**config.mk**
```make
export PLATFORM = sky130hd
export DESIGN_NAME = euclid_gcd_int64_core
export DESIGN_NICKNAME = d
export VERILOG_FILES = /design/src/sv/egcd_pkg.sv /design/src/sv/euclid_gcd_int64_core.sv /design/src/sv/egcd_sequencer.sv /design/src/sv/egcd_datapath.sv
export SDC_FILE = /design/constraint.sdc
export NUM_CORES = 1
export LEC_CHECK = 0
export BUFFER_PORTS_ARGS = -buffer_cell sky130_fd_sc_hd__clkbuf_2
export CAP_MARGIN = 40
export CORE_ASPECT_RATIO = 0.75
export CORE_MARGIN = 4
export CORE_UTILIZATION = 35
export DETAILED_ROUTE_END_ITERATION = 10
export GPL_ROUTABILITY_DRIVEN = 0
export PLACE_DENSITY = 0.61
export RECOVER_POWER = 100
export SLEW_MARGIN = 15
export SYNTH_ARGS = -nofsm -noshare
export SYNTH_HDL_FRONTEND = slang
export SYNTH_SLANG_ARGS = --single-unit
```
**constraint.sdc**
```tcl
create_clock -name i_clk -period 8.82 [get_ports i_clk]
set_input_delay 0.441 -clock i_clk [delete_from_list [all_inputs] [get_ports i_clk]]
set_output_delay 0.441 -clock i_clk [all_outputs]
set_load 0.05 [all_outputs]
```
**src/sv/egcd_pkg.sv**
```systemverilog
// ============================================================================
// egcd_pkg
// Shared widths, microcode encoding and control types of the GCD core.
// ============================================================================
package egcd_pkg;

    // Operand width used inside the core; ports stay 64 bits wide.
    localparam int DATA_WIDTH = 64;
    localparam int PORT_WIDTH = 64;
    localparam int CNT_W      = $clog2(DATA_WIDTH);
    localparam int PC_W       = 3;

    typedef logic [DATA_WIDTH-1:0]        t_word;
    typedef logic signed [DATA_WIDTH-1:0] t_sword;
    typedef logic [PC_W-1:0]              t_pc;

    // Datapath operation selected by a microcode step.
    typedef enum logic [2:0] {
        OP_NOP,
        OP_LOAD,
        OP_SETUP,
        OP_DIVSTEP,
        OP_SWAP,
        OP_EMIT
    } t_op;

    // Jump condition: when it holds the step jumps to its target,
    // otherwise the step counter advances by one.
    typedef enum logic [2:0] {
        COND_NEVER,
        COND_ALWAYS,
        COND_NO_INPUT,
        COND_B_ZERO,
        COND_CNT_MORE,
        COND_OUT_BUSY
    } t_cond;

    typedef struct packed {
        t_op   op;
        t_cond cond;
        t_pc   target;
    } t_uword;

    // Step addresses of the program.
    localparam t_pc STEP_IDLE  = 3'd0;
    localparam t_pc STEP_TEST  = 3'd1;
    localparam t_pc STEP_SETUP = 3'd2;
    localparam t_pc STEP_DIV   = 3'd3;
    localparam t_pc STEP_SWAP  = 3'd4;
    localparam t_pc STEP_EMIT  = 3'd5;
    localparam t_pc STEP_RET   = 3'd6;

    // Status from the datapath to the sequencer.
    typedef struct packed {
        logic b_zero;
        logic cnt_last;
        logic out_busy;
    } t_status;

    // Control from the sequencer to the datapath.
    typedef struct packed {
        t_op  op;
        logic in_take;
        logic emit;
    } t_ctrl;

    // The microprogram.
    function automatic t_uword ucode_rom(input t_pc pc);
        t_uword w;
        case (pc)
            STEP_IDLE:  w = '{op: OP_LOAD,    cond: COND_NO_INPUT, target: STEP_IDLE};
            STEP_TEST:  w = '{op: OP_NOP,     cond: COND_B_ZERO,   target: STEP_EMIT};
            STEP_SETUP: w = '{op: OP_SETUP,   cond: COND_NEVER,    target: STEP_IDLE};
            STEP_DIV:   w = '{op: OP_DIVSTEP, cond: COND_CNT_MORE, target: STEP_DIV};
            STEP_SWAP:  w = '{op: OP_SWAP,    cond: COND_ALWAYS,   target: STEP_TEST};
            STEP_EMIT:  w = '{op: OP_EMIT,    cond: COND_OUT_BUSY, target: STEP_EMIT};
            STEP_RET:   w = '{op: OP_NOP,     cond: COND_ALWAYS,   target: STEP_IDLE};
            default:    w = '{op: OP_NOP,     cond: COND_ALWAYS,   target: STEP_IDLE};
        endcase
        return w;
    endfunction

endpackage

```
**src/sv/euclid_gcd_int64_core.sv**
```systemverilog
// ============================================================================
// euclid_gcd_int64_core
// Greatest common divisor of two signed integers by Euclid's remainder loop.
// ============================================================================
// Usage:
//   The input channel (i_in_valid / o_in_stall) takes one beat holding the
//   two operands; only their low DATA_WIDTH bits count, as two's complement.
//   The output channel (o_out_valid / i_out_stall) delivers one beat with the
//   divisor, sign-extended to 64 bits. Its sign follows the truncating
//   remainder loop, so gcd(4,-6) = -2; a zero second operand returns the
//   first one unchanged.
// Timing:
//   A microcoded sequencer steps a small program over a plain datapath. Each
//   Euclid iteration runs the test, setup, divide and swap steps; the divide
//   step repeats for every quotient bit of the bit-serial restoring remainder
//   (one quotient bit per cycle). The divisor is loaded in the emit step once
//   the test step finds the second operand zero. One item is worked on at a
//   time. After the result is loaded the sequencer passes the return step to
//   the idle step, where o_in_stall drops and the next beat can be taken.
// Reset and stall:
//   Synchronous active-low reset returns the step counter to the idle step
//   and empties the result register. The result register holds a finished
//   beat while the receiver stalls; a new item may already be accepted, but
//   its own result waits in the emit step until the register is free.
// ============================================================================
module euclid_gcd_int64_core (
    input  logic        i_clk,
    input  logic        i_rst_n,
    input  logic        i_in_valid,
    output logic        o_in_stall,
    input  logic signed [63:0] i_first_value,
    input  logic signed [63:0] i_second_value,
    output logic        o_out_valid,
    input  logic        i_out_stall,
    output logic signed [63:0] o_divisor
);

    // Control and status between the sequencer and the datapath.
    egcd_pkg::t_ctrl   w_ctrl;
    egcd_pkg::t_status w_status;

    // The sequencer owns the step counter and the microcode table.
    egcd_sequencer u_seq (
        .i_clk      (i_clk),
        .i_rst_n    (i_rst_n),
        .i_in_valid (i_in_valid),
        .i_status   (w_status),
        .o_ctrl     (w_ctrl),
        .o_in_stall (o_in_stall)
    );

    // The datapath holds the operand pair, the remainder unit and the result.
    egcd_datapath u_dp (
        .i_clk          (i_clk),
        .i_rst_n        (i_rst_n),
        .i_ctrl         (w_ctrl),
        .i_first_value  (i_first_value),
        .i_second_value (i_second_value),
        .i_out_stall    (i_out_stall),
        .o_status       (w_status),
        .o_out_valid    (o_out_valid),
        .o_divisor      (o_divisor)
    );

endmodule

```
**src/sv/egcd_sequencer.sv**
```systemverilog
// ============================================================================
// egcd_sequencer
// Step counter and microcode table; evaluates the jump condition of each step.
// ============================================================================
module egcd_sequencer (
    input  logic              i_clk,
    input  logic              i_rst_n,
    input  logic              i_in_valid,
    input  egcd_pkg::t_status i_status,
    output egcd_pkg::t_ctrl   o_ctrl,
    output logic              o_in_stall
);

    egcd_pkg::t_pc    r_pc;
    egcd_pkg::t_pc    n_pc;
    egcd_pkg::t_uword w_uword;
    logic             w_jump;

    assign w_uword = egcd_pkg::ucode_rom(r_pc);

    always_comb begin
        unique case (w_uword.cond)
            egcd_pkg::COND_NEVER:    w_jump = 1'b0;
            egcd_pkg::COND_ALWAYS:   w_jump = 1'b1;
            egcd_pkg::COND_NO_INPUT: w_jump = !i_in_valid;
            egcd_pkg::COND_B_ZERO:   w_jump = i_status.b_zero;
            egcd_pkg::COND_CNT_MORE: w_jump = !i_status.cnt_last;
            egcd_pkg::COND_OUT_BUSY: w_jump = i_status.out_busy;
            default:                 w_jump = 1'b1;
        endcase
    end

    // Next step.
    always_comb begin
        n_pc = w_jump ? w_uword.target : egcd_pkg::t_pc'(r_pc + 1'b1);
    end

    // Control outputs of the current step.
    always_comb begin
        o_ctrl.op      = w_uword.op;
        o_ctrl.in_take = (w_uword.op == egcd_pkg::OP_LOAD) && i_in_valid;
        o_ctrl.emit    = (w_uword.op == egcd_pkg::OP_EMIT) && !i_status.out_busy;
        o_in_stall     = (w_uword.op != egcd_pkg::OP_LOAD);
    end

    always_ff @(posedge i_clk) begin
        if (!i_rst_n) begin
            r_pc <= egcd_pkg::STEP_IDLE;
        end else begin
            r_pc <= n_pc;
        end
    end

endmodule

```
**src/sv/egcd_datapath.sv**
```systemverilog
// ============================================================================
// egcd_datapath
// Operand registers, bit-serial restoring remainder unit and result register.
// ============================================================================
module egcd_datapath (
    input  logic                            i_clk,
    input  logic                            i_rst_n,
    input  egcd_pkg::t_ctrl                 i_ctrl,
    input  logic signed [egcd_pkg::PORT_WIDTH-1:0] i_first_value,
    input  logic signed [egcd_pkg::PORT_WIDTH-1:0] i_second_value,
    input  logic                            i_out_stall,
    output egcd_pkg::t_status               o_status,
    output logic                            o_out_valid,
    output logic signed [egcd_pkg::PORT_WIDTH-1:0] o_divisor
);

    localparam int W = egcd_pkg::DATA_WIDTH;

    egcd_pkg::t_sword r_a;
    egcd_pkg::t_sword r_b;
    egcd_pkg::t_word  r_dvd;
    egcd_pkg::t_word  r_dvs;
    egcd_pkg::t_word  r_rem;
    logic [egcd_pkg::CNT_W-1:0] r_cnt;
    logic             r_neg;
    logic signed [egcd_pkg::PORT_WIDTH-1:0] r_out;
    logic             r_out_valid;

    egcd_pkg::t_word  w_mag_a;
    egcd_pkg::t_word  w_mag_b;
    logic [W:0]       w_trial;
    logic [W:0]       w_diff;
    egcd_pkg::t_word  w_rem_next;

    // Magnitudes; the most negative value maps onto itself as an unsigned word.
    assign w_mag_a = r_a[W-1] ? egcd_pkg::t_word'(-r_a) : egcd_pkg::t_word'(r_a);
    assign w_mag_b = r_b[W-1] ? egcd_pkg::t_word'(-r_b) : egcd_pkg::t_word'(r_b);

    // One restoring step: shift in the next dividend bit, subtract if it fits.
    assign w_trial    = {r_rem, r_dvd[W-1]};
    assign w_diff     = w_trial - {1'b0, r_dvs};
    assign w_rem_next = w_diff[W] ? w_trial[W-1:0] : w_diff[W-1:0];

    always_comb begin
        o_status.b_zero   = (r_b == '0);
        o_status.cnt_last = (r_cnt == egcd_pkg::CNT_W'(W - 1));
        o_status.out_busy = r_out_valid && i_out_stall;
    end

    always_ff @(posedge i_clk) begin
        if (i_ctrl.in_take) begin
            r_a <= i_first_value[W-1:0];
            r_b <= i_second_value[W-1:0];
        end
        unique case (i_ctrl.op)
            egcd_pkg::OP_SETUP: begin
                r_dvd <= w_mag_a;
                r_dvs <= w_mag_b;
                r_rem <= '0;
                r_cnt <= '0;
                r_neg <= r_a[W-1];
            end
            egcd_pkg::OP_DIVSTEP: begin
                r_dvd <= {r_dvd[W-2:0], 1'b0};
                r_rem <= w_rem_next;
                r_cnt <= r_cnt + 1'b1;
            end
            egcd_pkg::OP_SWAP: begin
                r_a <= r_b;
                r_b <= r_neg ? egcd_pkg::t_sword'(-r_rem) : egcd_pkg::t_sword'(r_rem);
            end
            default: begin
            end
        endcase
        if (i_ctrl.emit) begin
            r_out <= egcd_pkg::PORT_WIDTH'(r_a);
        end
    end

    always_ff @(posedge i_clk) begin
        if (!i_rst_n) begin
            r_out_valid <= 1'b0;
        end else if (i_ctrl.emit) begin
            r_out_valid <= 1'b1;
        end else if (!i_out_stall) begin
            r_out_valid <= 1'b0;
        end
    end

    assign o_out_valid = r_out_valid;
    assign o_divisor   = r_out;

endmodule

```
* After elaboration in Yosys (flattened, before gate mapping)
Index checks and enable logic that the tools add are counted.
Cells by class: add/sub/neg operators 6, reductions and logical operators 11, muxes and demuxes 16, equality and inequality tests 17
Operators by type and width (count):
- $mux W64 | 7
- $pmux W64 S2 | 2
- $neg A64 Y64 | 3
- $sub A65 B64 Y65 | 1
- $logic_not A64 Y1 | 1
- $mux W63 | 1
- $pmux W9 S6 | 1
- $eq A3 B2 Y1 const B | 6
- $eq A3 B3 Y1 const B | 6
- $pmux W6 S2 | 1
- $add A6 B1 Y6 const B | 1
- $eq A3 B1 Y1 const B | 2
- $eq A6 B6 Y1 const B | 1
- $logic_not A3 Y1 | 2
- $pmux W1 S5 | 1
- $reduce_bool A2 Y1 | 2
- $add A3 B1 Y3 const B | 1
- $logic_and A1 B1 Y1 | 3
- $logic_not A1 Y1 | 3
- $mux W3 | 1
- $ne A3 B1 Y1 const B | 1
- $mux W1 | 2
- $ne A2 B1 Y1 const B | 1
Word-level totals: register bits 395, word-level logic and storage cells 61

* Longest topological paths before layout
Gate-level depths: netlist of the first run.
depth after elaboration 6, mapped depth 15, gate-level depth less buffers 14

* Modules after synthesis
A second synthesis of the first run with hierarchy kept.
Second synthesis, totals: cells, all modules 2361, area, all modules 23543.8 µm²
By module, submodules not included:
- egcd_datapath | seq. area each 11761.3 µm², cells an instance 2324, area each 23243.5 µm², instances 1
- egcd_sequencer | seq. area each 60.1 µm², cells an instance 37, area each 300.3 µm², instances 1

* Worst setup path before layout of the first run
Ideal clock, no wire load.
path type reg-to-reg, from register u_seq.r_pc[2], to register u_dp.r_dvs[0] (enable), slack 1.464 ns, data arrival time 6.860 ns, data required time 8.324 ns, path buffers 1, library setup time 0.496 ns, stages on the path, launching flop included 8, cells stage by stage dfxtp_1 clkbuf_1 inv_1 ha_1 nor2_1 nor2_1 a21o_1 nor2b_1
Between the ends: longest elaborated chain between the ends 3, elaborated cells between the ends (all ways) 8
Ends and longest elaborated chain:
- start, declared | line egcd_sequencer.sv:14 | egcd_pkg::t_pc r_pc;
- start signal, assigned | line egcd_sequencer.sv:48 | r_pc <= egcd_pkg::STEP_IDLE;
- start signal, assigned | line egcd_sequencer.sv:50 | r_pc <= n_pc;
- $eq A3 B3 Y1 (tied with other cells) | line egcd_pkg.sv:70 | case (pc)
- $pmux W9 S6 (*) | line egcd_pkg.sv:70
- $eq A3 B2 Y1 (*) | line egcd_datapath.sv:55 | unique case (i_ctrl.op)
- end signal, assigned | line egcd_datapath.sv:58 | r_dvs <= w_mag_b;
- end, declared | line egcd_datapath.sv:22 | egcd_pkg::t_word r_dvs;
Every way passes the cells marked *; elsewhere a longest branch is shown, timed or not. A chain may end at the register's enable or synchronous reset.

* Worst setup path in the final report of the first run
from register u_dp.r_rem[12], to register u_dp.r_rem[12] (data pin)
Between the ends: longest elaborated chain between the ends 3
Ends and longest elaborated chain:
- start, declared | line egcd_datapath.sv:23 | egcd_pkg::t_word r_rem;
- start signal, assigned | line egcd_datapath.sv:65 | r_rem <= w_rem_next;
- $sub A65 B64 Y65 | line egcd_datapath.sv:41 | assign w_diff = w_trial - {1'b0, r_dvs};
- $mux W64 | line egcd_datapath.sv:42 | assign w_rem_next = w_diff[W] ? w_trial[W-1:0] : w_diff[W-1:0];
- $pmux W64 S2 | line egcd_datapath.sv:55
Every way passes these cells.

==> summary by stage, run 1 <==
STA
In the finished design, the share of the clock period the worst path needs comes to 0.748. The final hold slack is 0.142 ns. The final-layout setup total negative slack is 0 ns.

The headroom to the max-slew limit is -1.79. Setup repair after global routing left no endpoint under its margin. Based on the critical path, the design can be clocked at up to 152 MHz. Setup violations remaining at the end of the flow were counted as 0. At the pin with the least slew margin, the transition time is 4.18 ns. The total count of max-transition violations in the final report is 794. Between clock sinks in the finished design, the worst skew comes to 0.0278 ns. The hold violation count in the final report was 0. The worst path needs 6.60 ns of the cycle, external delays included.

Worst setup path
The category of the worst setup path capture point is a flop. The critical path in this run is classified as flop to flop. At the worst endpoint, the required time is 9.18 ns. The flop-to-flop setup slack is 2.22 ns. For the worst flop-to-flop path, the logic depth is 14. Along the worst path, the maximum fanout reaches 46. The endpoint arrival time on the critical path is 6.96 ns. The kind of start point of the critical path is a flop.

GRT
The first global-routing pass estimated 103,000 um of wire. The sum of overflow across all layers after global routing is 0. Entering global routing, the biggest net connects 189 pins.

The via count of the first global-routing pass is 17.4k. The initial antenna violation count came to 2. The total routing resource utilization after global routing is 0.186.

Route
After detailed routing, the total wire length is 68,600 um. The remaining antenna violation count is 0. The count of vias placed by the detailed router is 18.2k. The number of remaining DRC errors is 0. After the first detailed-routing iteration, the DRC count stood at 1,912.

The number of iterations in the first detailed-routing pass is 6. After detailed routing, the number of vias per cell comes to 5.49. After detailed routing, the average wire length per cell comes to 20.7 um.

CTS
No sink is reached through more buffers than the 3 on the longest clock path. The clock tree from TritonCTS is yes. The root cell of the clock tree is clkbuf_16.

The H-tree generated during clock tree synthesis spans 2 levels. After clock tree synthesis, the clock-pin slew on the worst setup and hold paths is 0.06 ns. The count of hold-fix buffers inserted at cts is 0. The number of clock sinks seen by CTS is 395.

The clock reaches the later pin of the worst-skew pair after 0.56 ns. The setup fix buffers added after clock tree synthesis is 0. The number of buffers added by the clock tree synthesis step is 40. The number of gates resized after CTS is 0.

Layout
The fraction of final layout cells with drive strength greater than 1 is 0.116. The post-layout net count is 2,615. From synthesis to final layout, the design area changed by 13.1%.

For this run, the share of the core covered by cells in the final layout is 0.401. The repair_antennas step left the layout with diodes totalling 0. The count of placed standard cells in the final layout, fillers left out is 3,309.

Logic synthesis
After synthesis, the share of flip-flops with an asynchronous set or reset is 0. Counting every net in the synthesized netlist gives 2,472. Dividing the synthesized area by the synthesized cell count gives 10.3 um^2.

The prevailing post-synth register cell is edfxtp_1. The mapped netlist covers 23,200 um^2. The netlist uses 73 different library cells. The number of synthesized register bits is 395. The count of flip-flops with a built-in enable after synthesis is 391. The count of yosys warnings during synthesis is 0. The cell count after synthesis is 2,265. The share of synthesized area occupied by flip-flops and latches is 0.509.

Placed design
Including well taps, the total number of placed cells is 3,234. The detailed placement HPWL is 50,700 um. The port buffer count is 197.

Run
The reported max-cap violation count is 12.

Floorplan
The floorplan step set the die width to 305 um. The initial cell density of the core is 0.355. 198 I/O pins were placed. The die height is 231 um. The floorplan has 81 rows. The die covers 70,600 um^2.

The core region is 65,500 um^2.

Power
Total power for the finished layout comes to 7670 uW. In this run the power density over the cells is 292 nW/um^2. The share of total power consumed by net switching is 0.377.

The power share of the combinational group is 0.349. VDD sags by at most 0.000161 V. Cell internal power was estimated by the tool at 4780 uW. In this run the static leakage power is 0.00933 uW. The fraction of power consumed by sequential logic is 0.422. The net switching power is 2890 uW. Of the total power, the clock network draws 0.229.

Status
The run finished, with violations left. The final reports fail on capacitance limit, slew limit.

Hold path
The number of stages on the worst hold path is 3. The path class of the tightest hold or removal check is input port to flop.
-- flip-flops by register name, summed over array words and instances (netlist names), named ones only --
register,count
u_dp.r_dvs,64
u_dp.r_b,64
u_dp.r_a,64
u_dp.r_neg,1
u_dp.r_dvd,64
u_dp.r_rem,64
u_dp.o_divisor,64
u_dp.o_out_valid,1
u_dp.r_cnt,6
u_seq.r_pc,2
-- path summary, 6_finish.rpt --
| path | start | to |
|---|---|---|
| setup / recovery | u_dp.r_rem[12] | u_dp.r_rem[12] |
| hold / removal | i_out_stall | u_dp.o_out_valid |
| setup reg to reg | u_dp.r_rem[12] | u_dp.r_rem[12] |
| hold reg to reg | u_dp.o_out_valid | u_dp.o_out_valid |
-- cell usage in the layout, fill, tap and decap left out, types with 14 or more instances in the layout --
master,instances
nand2b_1,14
nand4_1,28
o31ai_1,59
a21o_1,31
nand3_1,41
o21ai_0,160
xnor2_1,114
clkbuf_1,82
o41ai_1,25
nor2b_1,15
nor3_1,28
clkbuf_2,133
xor2_1,131
nor2_1,148
inv_1,90
edfxtp_1,391
or4_1,24
ha_1,74
clkbuf_16,40
a21oi_1,214
nor4_1,15
or3_1,36
nand2_1,304
mux2_2,56
-- synthesized netlist by cell type (4+ instances only) --
cell / instances / area, um^2
nand2_1: 304 / 1140
and2_1: 4 / 25.0
o21a_1: 10 / 75.1
xor2_1: 132 / 1160
buf_1: 4 / 15.0
a21boi_0: 8 / 60.1
edfxtp_1: 391 / 11700
o21bai_1: 6 / 45.0
or4_1: 24 / 180
nor4_1: 15 / 93.8
o211ai_1: 5 / 37.5
nor3_1: 27 / 135
mux2_2: 67 / 754
o31ai_1: 59 / 443
a21oi_1: 214 / 1070
and4_1: 5 / 43.8
nand3_1: 41 / 205
xnor2_1: 115 / 1010
nand2b_1: 14 / 87.6
a211oi_1: 10 / 75.1
nor2b_1: 15 / 93.8
mux2i_1: 5 / 50.1
inv_1: 90 / 338
o41ai_1: 25 / 219
nor2_1: 148 / 556
and3_1: 7 / 43.8
a2111oi_0: 4 / 35.0
or2_2: 8 / 50.1
nand4_1: 28 / 175
ha_1: 74 / 926
a31oi_1: 10 / 62.6
clkbuf_1: 114 / 428
a21o_1: 31 / 233
or3_1: 36 / 225
o21ai_0: 161 / 806
or4_4: 4 / 45.0
dfxtp_1: 4 / 80.1
-- logic make-up after synthesis --
logic type	synth area share
compound gates	0.147
xor+xnor	0.0932
fa+ha+maj	0.0407
buf+inv	0.0338
flops	0.509
mux	0.0353
simple gates	0.141
-- worst max-delay path, cell delays in order (launching register included) --
cell,delay [ns]
edfxtp_1,0.48
ha_1,0.46
a21oi_1,0.40
o21ai_0,0.16
nor4b_1,0.16
a2111oi_0,0.59
o31ai_1,0.14
buf_2,0.21
a41o_1,0.31
a21oi_1,0.47
xnor2_2,0.17
clkbuf_1,0.70
clkbuf_1,1.72
nand2_1,0.18
a21oi_1,0.23
-- per-stage QoR --
step / worst slack [ns] / instance area, um^2
after floorplan: 1.46 / 23200
after global placement: 3.77 / 25100
after detailed placement: 3.79 / 25200
after CTS: 3.76 / 26500
after global routing: 1.82 / 26300
final: 2.22 / 26300
-- final cells by class --
| type | instances | area (um^2) |
|---|---|---|
| clock inverters | 29 | 309 |
| multi-input cells | 1661 | 10600 |
| fillers | 6465 | 39200 |
| clock buffers | 43 | 1010 |
| flip-flops and latches | 395 | 11800 |
| well taps | 871 | 1090 |
| inverters | 90 | 338 |
| repair buffers | 220 | 1060 |
-- per-layer routing --
metal / up-vias / share of wire / track usage
met2: 793 / 0.43 / 0.284
met1: 8748 / 0.44 / 0.263
met4: 0 / 0.025 / 0.0463
li1: 8548 / - / -
met3: 90 / 0.096 / 0.0488
met5: - / 0 / 0
-- power groups by stage --
stage               Combinational [uW]  Clock [uW]  Sequential [uW]
floorplan                         1870           0             3190
global placement                  2550           0             3220
detailed placement                2640           0             3230
CTS                               2660        1800             3200
global route                      2940        1870             3290
finish                            2670        1760             3240
Power figures use the tool's default switching activity.
==> run 2, diff against run 1 <==
--- a/config.mk
+++ b/config.mk
@@ -5,6 +5,7 @@
 export SDC_FILE = /design/constraint.sdc
 export NUM_CORES = 1
 export LEC_CHECK = 0
+export ABC_AREA = 1
 export BUFFER_PORTS_ARGS = -buffer_cell sky130_fd_sc_hd__clkbuf_2
 export CAP_MARGIN = 40
 export CORE_ASPECT_RATIO = 0.75
@@ -12,7 +13,7 @@
 export CORE_UTILIZATION = 35
 export DETAILED_ROUTE_END_ITERATION = 10
 export GPL_ROUTABILITY_DRIVEN = 0
-export PLACE_DENSITY = 0.61
+export PLACE_DENSITY = 0.62
 export RECOVER_POWER = 100
 export SLEW_MARGIN = 15
 export SYNTH_ARGS = -nofsm -noshare
==> constraint.sdc (replaced) <==
create_clock -name i_clk -period 5.37 [get_ports i_clk]
set_input_delay 0.2685 -clock i_clk [delete_from_list [all_inputs] [get_ports i_clk]]
set_output_delay 0.2685 -clock i_clk [all_outputs]
set_load 0.05 [all_outputs]
==> summary by stage, run 2 <==
Status
The run finished, with violations left. The checks that failed: hold timing, capacitance limit, slew limit.

Route
The wire length on met2 is 38,700 um. The wire length on met1 is 45,200 um. Dividing the detail-routed via count by the number of cells gives 5.15. After the first detailed-routing iteration, the DRC count stood at 3,878. The highest metal layer carrying signal wires in the routed design is met5. The number of remaining DRC errors is 0. For this run, the detailed router's first-pass iteration total came to 9. The per-cell routed wire length is 19.1 um. The count of vias placed by the detailed router is 27.3k. The remaining antenna violation count is 0. Detailed routing placed a total of 15,300 um of wire on met3. The post-detailed-routing wire length is 101,000 um.

Worst setup path
The most numerous cell on the critical path is nand2_1. Across all register-to-register paths, the minimum setup slack is 1.23 ns. Walking the worst path, the cells encountered are clkbuf_1 > o21ai_0 > nand3_1 > inv_1 > nand2_1 > nand2_1 > nand3_1 > nand2_1.

Data on the critical path arrives at its endpoint at 4.45 ns. The slowest stage cell on the critical path is clkbuf_1. STA classifies the critical path endpoint as a flop. The delay of the slowest cell on the worst path is 1.82 ns. The kind of critical path is flop to flop. The data required time at the worst endpoint is 5.68 ns.

STA classifies the critical path startpoint as a flop. The largest fanout on the critical path is 53.

CTS
The number of gates resized after CTS is 0. In this run the number of H-tree levels came out at 2. The source-to-sink clock delay at the later pin of the worst-skew pair is 0.58 ns. The number of buffers added by the clock tree synthesis step is 38. The number of clock sinks seen by CTS is 395. After clock tree synthesis, the clock-pin slew on the worst setup and hold paths is 0.07 ns. The root cell of the clock tree is clkbuf_16. TritonCTS built the clock tree.

In this run the deepest clock path goes through 3 buffers.

Logic synthesis
Yosys attributes the largest share of cell area to edfxtp_1 (41%), nand2_1 (17%), inv_1 (8.7%). The share of synthesized area in the top cell type comes to 0.412. The cell count after synthesis is 4,016. In the synthesized netlist the async set-or-reset flop fraction comes to 0. The number of synthesized register bits is 395. Among all flip-flop cells after synthesis, the most frequent one is edfxtp_1. The synthesized design spends more area on one cell type than any other, namely edfxtp_1. Counting flops with a built-in enable in the synthesized netlist gives 391.

Yosys mapped the design onto 53 distinct sky130hd cell types. By count the netlist is led by nand2_1 (1,328), inv_1 (658), nor2_1 (465). The most common cell in the synthesized netlist is nand2_1. The number of nets in the synthesized netlist is 4,223. The mean cell area of the mapped netlist is 7.10 um^2. The count of yosys warnings during synthesis is 0. After synthesis the cells add up to 28,500 um^2. The share of synthesized area occupied by flip-flops and latches is 0.415.

Layout
Of the cells placed in the final design, the portion with a size suffix greater than 1 is 0.0747. Leaving out fill and tap cells, the most frequent cells in the layout are nand2_1 (1,328), inv_1 (660), nor2_1 (465). The finished cells cover 32,100 um^2. The area growth from synthesis to layout is 12.6%. The post-layout net count is 4,424. The most common cell after layout, fill and taps aside is nand2_1.

Power
The worst supply voltage drop on vdd is 0.000935 V. Of the total power, the share spent switching nets is 0.459. The net switching power is 7310 uW. The share of total power in the clock network is 0.190.

The power share of the combinational group is 0.462. For this design the ratio of total power to cell area is 495 nW/um^2. The fraction of power consumed by sequential logic is 0.348. The leakage power summed over all cells is 0.0148 uW. The internal power of the cells totals 8600 uW.

GRT
Global routing finished with a remaining overflow of 0. The via count of the first global-routing pass was 24.0k. Entering global routing, the biggest net connects 129 pins.

The initial antenna violation count is 5. The total routing resource utilization after global routing is 0.227. The first-pass GRT wire length is 148,000 um.

STA
Setup violations remaining at the end of the flow were counted as 0. The total count of max-transition violations in the final report is 456. The time the final worst path needs with I/O delays and setup is 4.14 ns. Setup repair after global routing left no endpoint under its margin.

Clock skew on the completed layout was measured at 0.0318 ns. The hold violation count in the final report is 1. Summed over all failing endpoints, the final setup total negative slack is 0 ns.

Of the available clock period, the critical path in the final layout requires 0.771. The final hold slack is -0.000911 ns. The transition time at the pin with the least slew margin is 2.77 ns. The headroom to the max-slew limit is -0.846. Static timing analysis puts the maximum clock frequency at 241 MHz.

Hold path
The worst hold path belongs to the class input port to flop.

Floorplan
The core region area is 80,600 um^2. The die covers 86,200 um^2. During I/O placement, the number of pins put on the boundary was 198. The initial cell density of the core is 0.354. The die height is 255 um. The floorplan has 90 rows. The die is 338 um wide.

Placed design
The placed instances occupy a cell area of 30,600 um^2. The port buffer count is 197. The detailed placement HPWL is 80,600 um.

Run
Across the run, the number of max-cap violations was 8.
run 2: changes by cell type in the layout (fill, tap and decap cells not counted), sizes merged, moves of 37 or more:
cell   before   now
nand3      41   287
mux2       68     0
inv        92   675
xnor2     115    10
nand2     304  1345
o31ai      60     5
nand4      28    76
a21oi     214    78
nor2      148   524
or3        38     1
run 2: cell families after synthesis:
| family | Yosys count | synth area share |
|---|---|---|
| adder cells (fa/ha/maj) | 75 | 0.0332 |
| AND/OR/NAND/NOR | 2326 | 0.343 |
| AO/OA/AOI/OAI | 308 | 0.0571 |
| flip-flops | 395 | 0.415 |
| buffers and inverters | 763 | 0.107 |
| XOR/XNOR | 149 | 0.0458 |
run 2: final timing paths:
check	start	endpoint	cells after the start
worst max register to register	u_dp.r_a[63]	u_dp.r_dvd[57]	8
worst max-delay path	u_dp.r_a[63]	u_dp.r_dvd[57]	8
worst min register to register	u_dp.r_a[35]	u_dp.o_divisor[35]	0
worst min-delay path	i_first_value[23]	u_dp.r_a[23]	3
run 2: repair_timing:
action                    4_1_cts  5_1_grt
hold endpoints to repair       34        0
hold buffers                   31        0
buffers inserted                0        0
run 2: metal layers:
layer  up-vias  GRT usage
met5         -          0
met4         2     0.0428
met3       120     0.0914
met2      1526      0.304
met1     12519      0.340
li1      13142          -
run 2: power by group through the flow:
stage | registers, uW | logic [uW] | clock network (uW)
CTS | 5500 | 7230 | 3060
detailed placement | 5550 | 7180 | 0
floorplan | 5490 | 5090 | 0
global route | 5610 | 8140 | 3190
finish | 5530 | 7350 | 3020
global placement | 5550 | 7090 | 0
run 2: final cells by class:
class | count | area, um^2
Antenna cell | 1 | 2.50
Inverter | 672 | 2520
Timing Repair Buffer | 252 | 1410
Sequential cell | 395 | 11800
Multi-Input combinational cell | 2858 | 13700
Clock buffer | 40 | 958
Tap cell | 1058 | 1320
Clock inverter | 29 | 407
Fill cell | 8572 | 48500
run 2: critical path: cells and delay by family, from the launching register on:
kind	cells	cell delay, ns
buffers and inverters	2	1.97
AO/OA/AOI/OAI	1	0.67
flip-flops	1	0.35
AND/OR/NAND/NOR	5	0.86
run 2: through the flow:
step | total power, uW | instances | setup slack [ns] | util
after floorplan | 10600 | 4016 | 0.455 | -
after global placement | 12600 | 5195 | 2.00 | 0.378
after detailed placement | 12700 | 5200 | 1.96 | 0.379
after CTS | 15800 | 5300 | 1.92 | 0.400
after global routing | 16900 | 5304 | 0.908 | 0.398
final | 15900 | 5305 | 1.23 | 0.398
